**src/design/ttag_pkg.sv**
```systemverilog
// Shared constants, types and helper functions for the transpose address generator.
// No dependencies; every other file of the block imports this package.
`default_nettype none

package ttag_pkg;

	localparam int MAX_DIMS     = 4;
	localparam int LENGTH_BITS  = 16;
	localparam int DIM_W        = (MAX_DIMS > 1) ? $clog2(MAX_DIMS) : 1;
	localparam int CNT_W        = 3;
	localparam int LEN_REG_W    = 64;
	localparam int PERM_W       = 8;
	localparam int PERM_FIELD   = 2;
	localparam int PERM_ENTRIES = PERM_W / PERM_FIELD;
	localparam int ESZ_W        = 2;
	localparam int OFF_W        = 32;
	localparam int BYTE_W       = 35;
	localparam int CFG_W        = 64;
	localparam int CFG_IDX_W    = 3;
	localparam int QUEUE_DEPTH  = 2;
	localparam int QPTR_W       = (QUEUE_DEPTH > 1) ? $clog2(QUEUE_DEPTH) : 1;
	localparam int QCNT_W       = $clog2(QUEUE_DEPTH + 1);

	localparam logic [CNT_W-1:0]     RST_DIM_COUNT   = CNT_W'(4);
	localparam logic [LEN_REG_W-1:0] RST_DIM_LENGTHS = 64'h0001_0001_0001_0001;
	localparam logic [PERM_W-1:0]    RST_PERM_PACKED = 8'h1B;
	localparam logic                 RST_REVERSE     = 1'b1;
	localparam logic [ESZ_W-1:0]     RST_ELEM_SIZE   = ESZ_W'(0);

	typedef enum logic [CFG_IDX_W-1:0] {
		CFG_DIM_COUNT       = 3'd0,
		CFG_DIM_LENGTHS     = 3'd1,
		CFG_PERM_PACKED     = 3'd2,
		CFG_REVERSE_DEFAULT = 3'd3,
		CFG_ELEM_SIZE_LOG2  = 3'd4
	} ttag_cfg_idx_t;

	typedef struct packed {
		logic [CNT_W-1:0]                      dn;
		logic [MAX_DIMS-1:0][LENGTH_BITS-1:0]  olen;
		logic [MAX_DIMS-1:0][OFF_W-1:0]        delta;
		logic [ESZ_W-1:0]                      esz;
	} ttag_tables_t;

	typedef struct packed {
		logic             restart;
		logic [DIM_W-1:0] lvl;
		logic             last;
	} ttag_step_t;

	function automatic logic [CNT_W-1:0] dims_used(input logic [CNT_W-1:0] dim_count);
		if (dim_count == '0)
			return CNT_W'(1);
		if (int'(dim_count) > MAX_DIMS)
			return CNT_W'(MAX_DIMS);
		return dim_count;
	endfunction

	function automatic logic [DIM_W-1:0] perm_of(
		input logic [DIM_W-1:0]  i,
		input logic [CNT_W-1:0]  dn,
		input logic              rev,
		input logic [PERM_W-1:0] perm
	);
		logic [CNT_W-1:0] r;
		r = dn - CNT_W'(1) - CNT_W'(i);
		if (rev)
			return r[DIM_W-1:0];
		if (int'(i) < PERM_ENTRIES)
			return DIM_W'(perm[PERM_FIELD*i +: PERM_FIELD]);
		return i;
	endfunction

	function automatic logic [LENGTH_BITS-1:0] in_length(
		input logic [DIM_W-1:0]     d,
		input logic [CNT_W-1:0]     dn,
		input logic [LEN_REG_W-1:0] lengths
	);
		logic [LENGTH_BITS-1:0] v;
		if (CNT_W'(d) >= dn || LENGTH_BITS * (int'(d) + 1) > LEN_REG_W)
			return LENGTH_BITS'(1);
		v = lengths[LENGTH_BITS*d +: LENGTH_BITS];
		return (v == '0) ? LENGTH_BITS'(1) : v;
	endfunction

endpackage

`default_nettype wire

```
**src/design/ttag_if.sv**
```systemverilog
// Valid/ready channel interfaces for the input tick and the output offset pair.
// Depends on ttag_pkg for payload widths.
`default_nettype none

interface ttag_in_if;
	logic valid;
	logic ready;
	logic restart;

	modport source (output valid, output restart, input ready);
	modport sink   (input valid, input restart, output ready);
endinterface

interface ttag_out_if import ttag_pkg::*; ();
	logic              valid;
	logic              ready;
	logic [BYTE_W-1:0] src_byte_offset;
	logic [BYTE_W-1:0] dst_byte_offset;
	logic              last;

	modport source (output valid, output src_byte_offset, output dst_byte_offset,
		output last, input ready);
	modport sink   (input valid, input src_byte_offset, input dst_byte_offset,
		input last, output ready);
endinterface

`default_nettype wire

```
**src/design/ttag_setup.sv**
```systemverilog
// Configuration registers and the setup sequencer that derives output lengths and
// per-level source offset steps with 32x16 multiplies. Depends on ttag_pkg.
`default_nettype none

module ttag_setup import ttag_pkg::*; (
	input  logic                 clk,
	input  logic                 arst_n,
	input  logic                 cfg_we,
	input  logic [CFG_IDX_W-1:0] cfg_index,
	input  logic [CFG_W-1:0]     cfg_data,
	output ttag_tables_t         tables,
	output logic                 busy
);

	typedef enum logic [4:0] {
		S_LOAD   = 5'b00001,
		S_STRIDE = 5'b00010,
		S_DMUL   = 5'b00100,
		S_DADD   = 5'b01000,
		S_IDLE   = 5'b10000
	} ttag_setup_state_t;

	ttag_setup_state_t state_q;

	logic [CNT_W-1:0]     dim_count_q;
	logic [LEN_REG_W-1:0] dim_lengths_q;
	logic [PERM_W-1:0]    perm_packed_q;
	logic                 reverse_default_q;
	logic [ESZ_W-1:0]     elem_size_log2_q;

	logic [DIM_W-1:0]               idx_q;
	logic [OFF_W-1:0]               acc_q;
	logic [OFF_W-1:0]               sum_q;
	logic [OFF_W-1:0]               prod_q;
	logic [MAX_DIMS-1:0][OFF_W-1:0] stride_q;
	ttag_tables_t                   tables_q;

	logic [CNT_W-1:0]                     dn_cfg;
	logic [CNT_W-1:0]                     dn_cfg_m1;
	logic [CNT_W-1:0]                     dn_tab_m1;
	logic [MAX_DIMS-1:0][LENGTH_BITS-1:0] olen_load;
	logic [DIM_W-1:0]                     perm_i;
	logic [OFF_W-1:0]                     sst;
	logic [LENGTH_BITS-1:0]               len_k;
	logic [LENGTH_BITS-1:0]               olen_m1;
	ttag_cfg_idx_t                        cfg_sel;
	logic                                 cfg_hit;

	always_comb begin
		dn_cfg    = dims_used(dim_count_q);
		dn_cfg_m1 = dn_cfg - CNT_W'(1);
		dn_tab_m1 = tables_q.dn - CNT_W'(1);
		for (int i = 0; i < MAX_DIMS; i++) begin
			if (CNT_W'(i) < dn_cfg)
				olen_load[i] = in_length(perm_of(DIM_W'(i), dn_cfg, reverse_default_q,
					perm_packed_q), dn_cfg, dim_lengths_q);
			else
				olen_load[i] = LENGTH_BITS'(1);
		end
		perm_i  = perm_of(idx_q, tables_q.dn, reverse_default_q, perm_packed_q);
		sst     = stride_q[perm_i];
		len_k   = in_length(idx_q, tables_q.dn, dim_lengths_q);
		olen_m1 = tables_q.olen[idx_q] - LENGTH_BITS'(1);
	end

	always_comb begin
		cfg_sel = ttag_cfg_idx_t'(cfg_index);
		unique case (cfg_sel) inside
			CFG_DIM_COUNT, CFG_DIM_LENGTHS, CFG_PERM_PACKED,
			CFG_REVERSE_DEFAULT, CFG_ELEM_SIZE_LOG2: cfg_hit = 1'b1;
			default:                                 cfg_hit = 1'b0;
		endcase
	end

	always_ff @(posedge clk or negedge arst_n) begin
		if (!arst_n) begin
			state_q           <= S_LOAD;
			idx_q             <= '0;
			dim_count_q       <= RST_DIM_COUNT;
			dim_lengths_q     <= RST_DIM_LENGTHS;
			perm_packed_q     <= RST_PERM_PACKED;
			reverse_default_q <= RST_REVERSE;
			elem_size_log2_q  <= RST_ELEM_SIZE;
		end else begin
			unique case (state_q)
				S_LOAD: begin
					idx_q   <= dn_cfg_m1[DIM_W-1:0];
					state_q <= S_STRIDE;
				end
				S_STRIDE: begin
					if (idx_q == '0) begin
						idx_q   <= dn_tab_m1[DIM_W-1:0];
						state_q <= S_DMUL;
					end else begin
						idx_q <= idx_q - DIM_W'(1);
					end
				end
				S_DMUL: state_q <= S_DADD;
				S_DADD: begin
					if (idx_q == '0) begin
						state_q <= S_IDLE;
					end else begin
						idx_q   <= idx_q - DIM_W'(1);
						state_q <= S_DMUL;
					end
				end
				S_IDLE: ;
				default: state_q <= S_LOAD;
			endcase
			if (cfg_we && cfg_hit) begin
				state_q <= S_LOAD;
				unique case (cfg_sel)
					CFG_DIM_COUNT:       dim_count_q       <= cfg_data[CNT_W-1:0];
					CFG_DIM_LENGTHS:     dim_lengths_q     <= cfg_data[LEN_REG_W-1:0];
					CFG_PERM_PACKED:     perm_packed_q     <= cfg_data[PERM_W-1:0];
					CFG_REVERSE_DEFAULT: reverse_default_q <= cfg_data[0];
					CFG_ELEM_SIZE_LOG2:  elem_size_log2_q  <= cfg_data[ESZ_W-1:0];
					default: ;
				endcase
			end
		end
	end

	always_ff @(posedge clk) begin
		unique case (state_q)
			S_LOAD: begin
				tables_q.dn   <= dn_cfg;
				tables_q.olen <= olen_load;
				tables_q.esz  <= elem_size_log2_q;
				stride_q      <= '0;
				acc_q         <= OFF_W'(1);
				sum_q         <= '0;
			end
			S_STRIDE: begin
				stride_q[idx_q] <= acc_q;
				acc_q           <= OFF_W'(acc_q * len_k);
			end
			S_DMUL: begin
				prod_q                <= OFF_W'(sst * olen_m1);
				tables_q.delta[idx_q] <= sst - sum_q;
			end
			S_DADD: sum_q <= sum_q + prod_q;
			default: ;
		endcase
	end

	assign tables = tables_q;
	assign busy   = (state_q != S_IDLE);

endmodule

`default_nettype wire

```
**src/design/ttag_front.sv**
```systemverilog
// Front end: accepts tick beats, holds the output position counters and classifies
// each beat by the dimension that carries into. Depends on ttag_pkg and ttag_if.
`default_nettype none

module ttag_front import ttag_pkg::*; (
	input  logic         clk,
	input  logic         arst_n,
	ttag_in_if.sink      tick,
	input  ttag_tables_t tables,
	input  logic         busy,
	input  logic         q_full,
	output logic         q_push,
	output ttag_step_t   q_entry
);

	logic [MAX_DIMS-1:0][LENGTH_BITS-1:0] pos_q;
	logic [MAX_DIMS-1:0][LENGTH_BITS-1:0] base;
	logic [MAX_DIMS-1:0][LENGTH_BITS-1:0] pos_next;
	logic [MAX_DIMS-1:0]                  wrap;
	logic [DIM_W-1:0]                     lvl;
	logic                                 last;
	logic                                 accept;

	assign tick.ready = !busy && !q_full;
	assign accept     = tick.valid && tick.ready;

	always_comb begin
		lvl = '0;
		for (int k = 0; k < MAX_DIMS; k++) begin
			base[k] = tick.restart ? '0 : pos_q[k];
			wrap[k] = (CNT_W'(k) >= tables.dn) ||
				(base[k] >= tables.olen[k] - LENGTH_BITS'(1));
			if (!wrap[k])
				lvl = DIM_W'(k);
		end
		last = &wrap;
		for (int k = 0; k < MAX_DIMS; k++) begin
			if (last || DIM_W'(k) > lvl)
				pos_next[k] = '0;
			else if (DIM_W'(k) == lvl)
				pos_next[k] = base[k] + LENGTH_BITS'(1);
			else
				pos_next[k] = base[k];
		end
	end

	always_ff @(posedge clk or negedge arst_n) begin
		if (!arst_n) begin
			pos_q <= '0;
		end else if (busy) begin
			pos_q <= '0;
		end else if (accept) begin
			pos_q <= pos_next;
		end
	end

	assign q_push  = accept;
	assign q_entry = '{restart: tick.restart, lvl: lvl, last: last};

`ifndef SYNTHESIS
	a_last_clears_pos: assert property (@(posedge clk) disable iff (!arst_n)
		accept && last |=> pos_q == '0)
		else $error("position counters not cleared after final beat");

	for (genvar g = 0; g < MAX_DIMS; g++) begin : g_pos_chk
		a_pos_in_range: assert property (@(posedge clk) disable iff (!arst_n)
			!busy |-> pos_q[g] < tables.olen[g])
			else $error("position counter beyond output length");
	end
`endif

endmodule

`default_nettype wire

```
**src/design/ttag_queue.sv**
```systemverilog
// Short FIFO of classified steps between the front end and the offset back end.
// Depends on ttag_pkg.
`default_nettype none

module ttag_queue import ttag_pkg::*; (
	input  logic       clk,
	input  logic       arst_n,
	input  logic       push,
	input  ttag_step_t push_entry,
	input  logic       pop,
	output logic       valid,
	output logic       full,
	output ttag_step_t head
);

	ttag_step_t        mem_q [QUEUE_DEPTH];
	logic [QPTR_W-1:0] wr_ptr_q;
	logic [QPTR_W-1:0] rd_ptr_q;
	logic [QCNT_W-1:0] count_q;

	assign valid = (count_q != '0);
	assign full  = (count_q == QCNT_W'(QUEUE_DEPTH));
	assign head  = mem_q[rd_ptr_q];

	always_ff @(posedge clk or negedge arst_n) begin
		if (!arst_n) begin
			wr_ptr_q <= '0;
			rd_ptr_q <= '0;
			count_q  <= '0;
		end else begin
			if (push)
				wr_ptr_q <= (wr_ptr_q == QPTR_W'(QUEUE_DEPTH - 1)) ? '0 : wr_ptr_q + QPTR_W'(1);
			if (pop)
				rd_ptr_q <= (rd_ptr_q == QPTR_W'(QUEUE_DEPTH - 1)) ? '0 : rd_ptr_q + QPTR_W'(1);
			if (push && !pop)
				count_q <= count_q + QCNT_W'(1);
			else if (pop && !push)
				count_q <= count_q - QCNT_W'(1);
		end
	end

	always_ff @(posedge clk) begin
		if (push)
			mem_q[wr_ptr_q] <= push_entry;
	end

endmodule

`default_nettype wire

```
**src/design/ttag_back.sv**
```systemverilog
// Back end: running source/destination element offsets, byte scaling and the
// output register of the pair channel. Depends on ttag_pkg and ttag_if.
`default_nettype none

module ttag_back import ttag_pkg::*; (
	input  logic         clk,
	input  logic         arst_n,
	input  ttag_tables_t tables,
	input  logic         busy,
	input  logic         q_valid,
	input  ttag_step_t   q_head,
	output logic         q_pop,
	ttag_out_if.source   pair
);

	logic              out_valid_q;
	logic [BYTE_W-1:0] src_q;
	logic [BYTE_W-1:0] dst_q;
	logic              last_q;
	logic [OFF_W-1:0]  s_q;
	logic [OFF_W-1:0]  t_q;
	logic [OFF_W-1:0]  cs;
	logic [OFF_W-1:0]  ct;

	assign q_pop = q_valid && (!out_valid_q || pair.ready);
	assign cs    = q_head.restart ? '0 : s_q;
	assign ct    = q_head.restart ? '0 : t_q;

	always_ff @(posedge clk or negedge arst_n) begin
		if (!arst_n) begin
			out_valid_q <= 1'b0;
			s_q         <= '0;
			t_q         <= '0;
		end else begin
			if (q_pop)
				out_valid_q <= 1'b1;
			else if (pair.ready)
				out_valid_q <= 1'b0;
			if (busy) begin
				s_q <= '0;
				t_q <= '0;
			end else if (q_pop) begin
				s_q <= q_head.last ? '0 : cs + tables.delta[q_head.lvl];
				t_q <= q_head.last ? '0 : ct + OFF_W'(1);
			end
		end
	end

	always_ff @(posedge clk) begin
		if (q_pop) begin
			src_q  <= BYTE_W'(cs) << tables.esz;
			dst_q  <= BYTE_W'(ct) << tables.esz;
			last_q <= q_head.last;
		end
	end

	assign pair.valid           = out_valid_q;
	assign pair.src_byte_offset = src_q;
	assign pair.dst_byte_offset = dst_q;
	assign pair.last            = last_q;

`ifndef SYNTHESIS
	a_last_wraps: assert property (@(posedge clk) disable iff (!arst_n)
		q_pop && q_head.last |=> s_q == '0 && t_q == '0)
		else $error("offsets not wrapped after final beat");

	a_dst_steps: assert property (@(posedge clk) disable iff (!arst_n)
		q_pop && !busy && !q_head.last && !q_head.restart |=> t_q == $past(t_q) + OFF_W'(1))
		else $error("destination offset did not advance by one element");
`endif

endmodule

`default_nettype wire

```
**src/design/tensor_transpose_address_gen_unit.sv**
```systemverilog
// Top level of the N-dimensional transpose address generator.
// Depends on ttag_pkg, ttag_if, ttag_setup, ttag_front, ttag_queue and ttag_back.
`default_nettype none

// Each tick beat yields one pair beat: the byte offset to read in the row-major input
// tensor and the byte offset to write in the row-major transposed output, with last on
// the final element, after which the walk starts over. Steady state is one pair per
// clock while pair.ready stays high. Tick passes through a 2-entry queue and an
// output register on its way to pair; these let tick keep flowing while pair stalls
// briefly. After reset and after every accepted register write, a setup pass over
// the dimensions in use (at most 4) derives the per-dimension offset steps with
// 32x16 multiplies; tick.ready is low during that pass and the walk restarts from
// element zero. Write registers only when no pairs are outstanding.

module tensor_transpose_address_gen_unit import ttag_pkg::*; (
	input  logic                 clk,
	input  logic                 arst_n,
	input  logic                 cfg_we,
	input  logic [CFG_IDX_W-1:0] cfg_index,
	input  logic [CFG_W-1:0]     cfg_data,
	ttag_in_if.sink              tick,
	ttag_out_if.source           pair
);

	ttag_tables_t tables;
	logic         busy;
	logic         q_push;
	logic         q_pop;
	logic         q_valid;
	logic         q_full;
	ttag_step_t   q_entry;
	ttag_step_t   q_head;

	ttag_setup u_setup (
		.clk       (clk),
		.arst_n    (arst_n),
		.cfg_we    (cfg_we),
		.cfg_index (cfg_index),
		.cfg_data  (cfg_data),
		.tables    (tables),
		.busy      (busy)
	);

	ttag_front u_front (
		.clk     (clk),
		.arst_n  (arst_n),
		.tick    (tick),
		.tables  (tables),
		.busy    (busy),
		.q_full  (q_full),
		.q_push  (q_push),
		.q_entry (q_entry)
	);

	ttag_queue u_queue (
		.clk        (clk),
		.arst_n     (arst_n),
		.push       (q_push),
		.push_entry (q_entry),
		.pop        (q_pop),
		.valid      (q_valid),
		.full       (q_full),
		.head       (q_head)
	);

	ttag_back u_back (
		.clk     (clk),
		.arst_n  (arst_n),
		.tables  (tables),
		.busy    (busy),
		.q_valid (q_valid),
		.q_head  (q_head),
		.q_pop   (q_pop),
		.pair    (pair)
	);

endmodule

`default_nettype wire
```
**src/flat_wrapper.sv**
```systemverilog
// flat-port wrapper written by rule: the top's interface ports become plain ports
module tensor_transpose_address_gen_unit_flat import ttag_pkg::*;
  (clk, arst_n, cfg_we, cfg_index, cfg_data, tick_valid, tick_restart, tick_ready, pair_valid, pair_src_byte_offset, pair_dst_byte_offset, pair_last, pair_ready);
  ttag_in_if tick_i ();
  ttag_out_if pair_i ();
  input  logic clk;
  input  logic arst_n;
  input  logic cfg_we;
  input  logic [CFG_IDX_W-1:0] cfg_index;
  input  logic [CFG_W-1:0] cfg_data;
  input wire logic [$bits(tick_i.valid)-1:0] tick_valid;
  input wire logic [$bits(tick_i.restart)-1:0] tick_restart;
  output wire logic [$bits(tick_i.ready)-1:0] tick_ready;
  output wire logic [$bits(pair_i.valid)-1:0] pair_valid;
  output wire logic [$bits(pair_i.src_byte_offset)-1:0] pair_src_byte_offset;
  output wire logic [$bits(pair_i.dst_byte_offset)-1:0] pair_dst_byte_offset;
  output wire logic [$bits(pair_i.last)-1:0] pair_last;
  input wire logic [$bits(pair_i.ready)-1:0] pair_ready;
  assign tick_i.valid = tick_valid;
  assign tick_i.restart = tick_restart;
  assign tick_ready = tick_i.ready;
  assign pair_valid = pair_i.valid;
  assign pair_src_byte_offset = pair_i.src_byte_offset;
  assign pair_dst_byte_offset = pair_i.dst_byte_offset;
  assign pair_last = pair_i.last;
  assign pair_i.ready = pair_ready;
  tensor_transpose_address_gen_unit u_core (.clk(clk), .arst_n(arst_n), .cfg_we(cfg_we), .cfg_index(cfg_index), .cfg_data(cfg_data), .tick(tick_i), .pair(pair_i));
endmodule
```
**config.mk**
```make
export PLATFORM = sky130hd
export DESIGN_NAME = tensor_transpose_address_gen_unit_flat
export DESIGN_NICKNAME = d
export VERILOG_FILES = /design/src/design/ttag_pkg.sv /design/src/design/ttag_if.sv /design/src/design/ttag_setup.sv /design/src/design/ttag_front.sv /design/src/design/ttag_queue.sv /design/src/design/ttag_back.sv /design/src/design/tensor_transpose_address_gen_unit.sv /design/src/flat_wrapper.sv
export SDC_FILE = /design/constraint.sdc
export NUM_CORES = 2
export LEC_CHECK = 0
export BUFFER_PORTS_ARGS = -buffer_cell sky130_fd_sc_hd__buf_2
export CORE_ASPECT_RATIO = 0.6
export CORE_MARGIN = 8
export CORE_UTILIZATION = 45
export DETAILED_ROUTE_END_ITERATION = 10
export MAX_ROUTING_LAYER = met4
export PLACE_DENSITY_LB_ADDON = 0.1
export SYNTH_ARGS = -nofsm -noshare
export SYNTH_HDL_FRONTEND = slang
export SYNTH_SLANG_ARGS = --single-unit
```
**constraint.sdc**
```tcl
create_clock -name clk -period 12.25 [get_ports clk]
set_input_delay 1.225 -clock clk [delete_from_list [all_inputs] [get_ports clk]]
set_output_delay 1.225 -clock clk [all_outputs]
set_load 0.005 [all_outputs]
```
==> summary.md <==
| Metric | Value |
|---|---|
| Final min period | 10.32 ns |
| Clock sink count | 718 |
| Post-synth top flop | edfxtp_1 |
| Antenna Violating Nets Remaining | 0 |
| Type of origin of the critical path | flop |
| Core ar. | 142000 µm² |
| Total GRT Usage | 0.257 |
| Routed length per placed instance | 23.3 µm |
| Postcts setup bufs | 0 |
| Met2 Use GR | 0.322 |
| Crit. End Element | flop |
| First-pass DRT Iterations | 9 |
| Die height | 309 µm |
| GRT busiest layer | met1 |
| Post-CTS sizing | 0 |
| Post-DR vias/cell | 5.67 |
| First-pass GRT wire length | 299 mm |
| TNS Setup | 0 ns |
| Initial Utilization | 0.453 |
| Synth area leader | edfxtp_1 |
| Layout Nets | 7317 |
| Hold Vio Cnt, Final | 0 |
| Layout area overhead | 8.70% |
| CTS H-Tree Depth | 3 |
| R2r startpoint | u_core.u_setup.idx_q[0] |
| Root Buffer | clkbuf_16 |
| Reg-to-reg endpoint | u_core.u_setup.prod_q[29] |
| Worst reg-to-reg path cell count | 29 |
| Period utilisation layout | 0.843 |
| DR iter-0 viols | 5499 |
| Placed wire-length estimate | 149 mm |
| Hold bufs inserted after CTS | 0 |
| Area fraction of the dominant cell type after synthesis | 0.234 |
| Area contributors post-synth | edfxtp_1 (23%), fa_1 (19%), dfrtp_1 (8.1%) |
| Ports | 146 |
| HP Class | reg2reg |
| Crit path from | u_core.u_setup.idx_q[0] |
| Failing checks | DRC |
| Number of remaining DRC errors | 1 |
| Syn Area/Cell | 10.2 µm² |
| Max Cap Viol | 0 |
| Critical-path top delay cell | dfrtp_2 |
| Initial antenna violation count | 6 |
| Row count | 107 |
| WP data required | 12.67 ns |
| Skew final | 0.0430 ns |
| Later-pin clock latency in the skew report | 0.71 ns |
| Max Freq | 0.0969 GHz |
| Seq/Total Area, Yosys | 0.319 |
| Largest net degree at the start of global routing | 149 |
| Post-synthesis cell type count | 89 |
| Cells after Synth | 6305 |
| Critical path class | reg2reg |
| Slew headroom | 0.199 |
| Crit-path max cell delay | 0.74 ns |
| Worst-Margin Slew | 1.18 ns |
| CP Data Arrival Time | 10.74 ns |
| Die W | 504 µm |
| Via count | 47000 |
| GR Overflow Total | 0 |
| Yosys warning total | 0 |
| Clk slew on worst S/H paths | 0.06 ns |
| IO buf count | 145 |
| Met1 Use GR | 0.420 |
| Wirelength, routed | 194 mm |
| Cell mode on critical path | fa_1 |
| Max Root-Sink Buffers | 3 |
| Vias in the first global route | 46200 |
| Met3 Use GR | 0.0536 |
| Flops & latches, synth | 718 |
| Worst Setup EP | u_core.u_setup.prod_q[29] |
| RSZ-0062 raised after global routing | false |
| Layout cells sized above 1 | 0.110 |
| Post-Syn Nets | 7302 |
| Crit-path max FO | 23 |
| Endpoints failing setup | 0 |
| Routability Congestion | 0.932 |
| Reg2Reg Setup Slack | 1.93 ns |
| EDFF count, synth | 500 |
| CTS buffer count | 79 |
| Synthesized area | 64200 µm² |
| Status | complete, but fails checks |
| Post-synth ARST share | 0.304 |
| Final slew viol count | 0 |
| CTS tree | yes |
| Die area | 155000 µm² |
## layer usage
layer  vias up  share of wire
met1     23700           0.51
met3       218          0.096
met5         -              0
met4         0          0.018
li1      21100              -
met2      1981           0.38
## Yosys cell counts, types with 12 or more instances
library cell    n
ha_1          313
inv_1         848
nand2_1       821
a211oi_1       18
a21oi_1       189
and2_1        174
a32o_1         15
mux4_2        160
nor4_1         38
a41oi_1        12
edfxtp_1      500
nand4_1        28
buf_1          30
nor3_1         55
xor2_1        118
o21bai_1       21
dfrtp_1       207
a22o_1         24
mux2_2         92
o21ai_0       209
and3_1        123
a31oi_1        22
or3_1          14
clkbuf_1      271
a21o_1        107
nand2b_1       55
nor2b_1        94
mux2i_1       188
fa_1          611
buf_2          16
o31ai_1        16
xnor2_1       164
o21a_1         17
nor2_1        471
nand3_1        82
## state kept, by name (all words and copies together), names as in the netlist, 5 cells and up
name	cells
u_core.u_back.pair.dst_byte_offset	35
u_core.u_back.pair.src_byte_offset	35
u_core.u_back.s_q	32
u_core.u_back.t_q	32
u_core.u_front.pos_q	64
u_core.u_queue.mem_q	8
u_core.u_setup.acc_q	32
u_core.u_setup.dim_lengths_q	64
u_core.u_setup.perm_packed_q	8
u_core.u_setup.prod_q	32
u_core.u_setup.state_q	5
u_core.u_setup.stride_q	128
u_core.u_setup.sum_q	32
u_core.u_setup.tables	197
## how the worst min path moves through the flow
stage / from / end / slack [ns] / depth (start not counted)
3_3_place_gp: u_core.u_setup.elem_size_log2_q[1] / u_core.u_setup.tables[1] / 0.43 / 0
5_1_grt: u_core.u_setup.elem_size_log2_q[1] / u_core.u_setup.tables[1] / 0.47 / 0
4_1_cts: u_core.u_setup.elem_size_log2_q[1] / u_core.u_setup.tables[1] / 0.45 / 0
2_1_floorplan: u_core.u_setup.elem_size_log2_q[0] / u_core.u_setup.tables[0] / 0.42 / 0
6_report: u_core.u_setup.elem_size_log2_q[1] / u_core.u_setup.tables[1] / 0.45 / 0
3_5_place_dp: u_core.u_setup.elem_size_log2_q[1] / u_core.u_setup.tables[1] / 0.44 / 0
## final cells by class
type	instances	area, µm²
fill	13100	72000
multi-input combinational	4409	39500
sequential	718	20500
inverter	856	3210
tap	1907	2390
clock buffer	101	2180
timing repair buffer	256	1580
clock inverter	42	419
antenna	1	2.50
## kinds of logic after synthesis
kind of cell | after synthesis | synth area share
AOI/OAI and AO/OA | 751 | 0.0746
DFF | 718 | 0.319
buffers and inverters | 1178 | 0.0695
xor gates and xnor gates | 285 | 0.0393
muxes | 441 | 0.102
and+or+nand+nor | 2008 | 0.144
adders and majority gates | 924 | 0.251
## through the flow
stage                     area [µm²]  std cells  hold slack (ns)  setup slack, ns  utilization
after CTS                      69800       8289            0.452             2.08        0.492
after floorplan                64200       6305            0.421             3.14            -
after detailed placement       67200       8146            0.438             2.11        0.474
after global routing           69800       8290            0.466             1.34        0.492
after global placement         67200       8146            0.428             2.25        0.474
final                          69800       8290            0.447             1.93        0.492
## worst max-delay path: cells and delay by family (launching register included)
kind | cells | cell delay, ns
fa+ha+maj | 7 | 3.28
xor+xnor | 2 | 0.63
simple gates | 5 | 2.30
mux | 1 | 0.70
flops | 1 | 0.74
buf+inv | 5 | 0.71
compound gates | 9 | 1.70
## layout by cell type (no fill, tap or decap), drive strengths merged, types with 12 or more instances in the layout
cell	synthesis	routed
nor4	38	38
edfxtp	500	500
mux2i	188	188
xnor2	165	165
a21o	107	107
a41oi	12	12
nor3	57	57
o21bai	21	21
o21ai	211	211
nor2	471	471
nand3	82	82
buf	50	256
o21a	17	17
nand4	28	28
nor2b	94	94
dfrtp	207	207
a211oi	18	18
clkinv	7	28
a22o	24	24
a31oi	22	22
or3	14	14
mux4	160	160
and3	123	123
nand2	821	821
a21oi	189	189
and2	174	174
ha	313	313
nand2b	55	55
a32o	15	15
mux2	93	93
xor2	119	119
inv	849	856
clkbuf	272	101
o31ai	16	16
fa	611	611
Power is not shown: default switching activity piles up to over one toggle a cycle in this logic, so the estimate is an artifact.
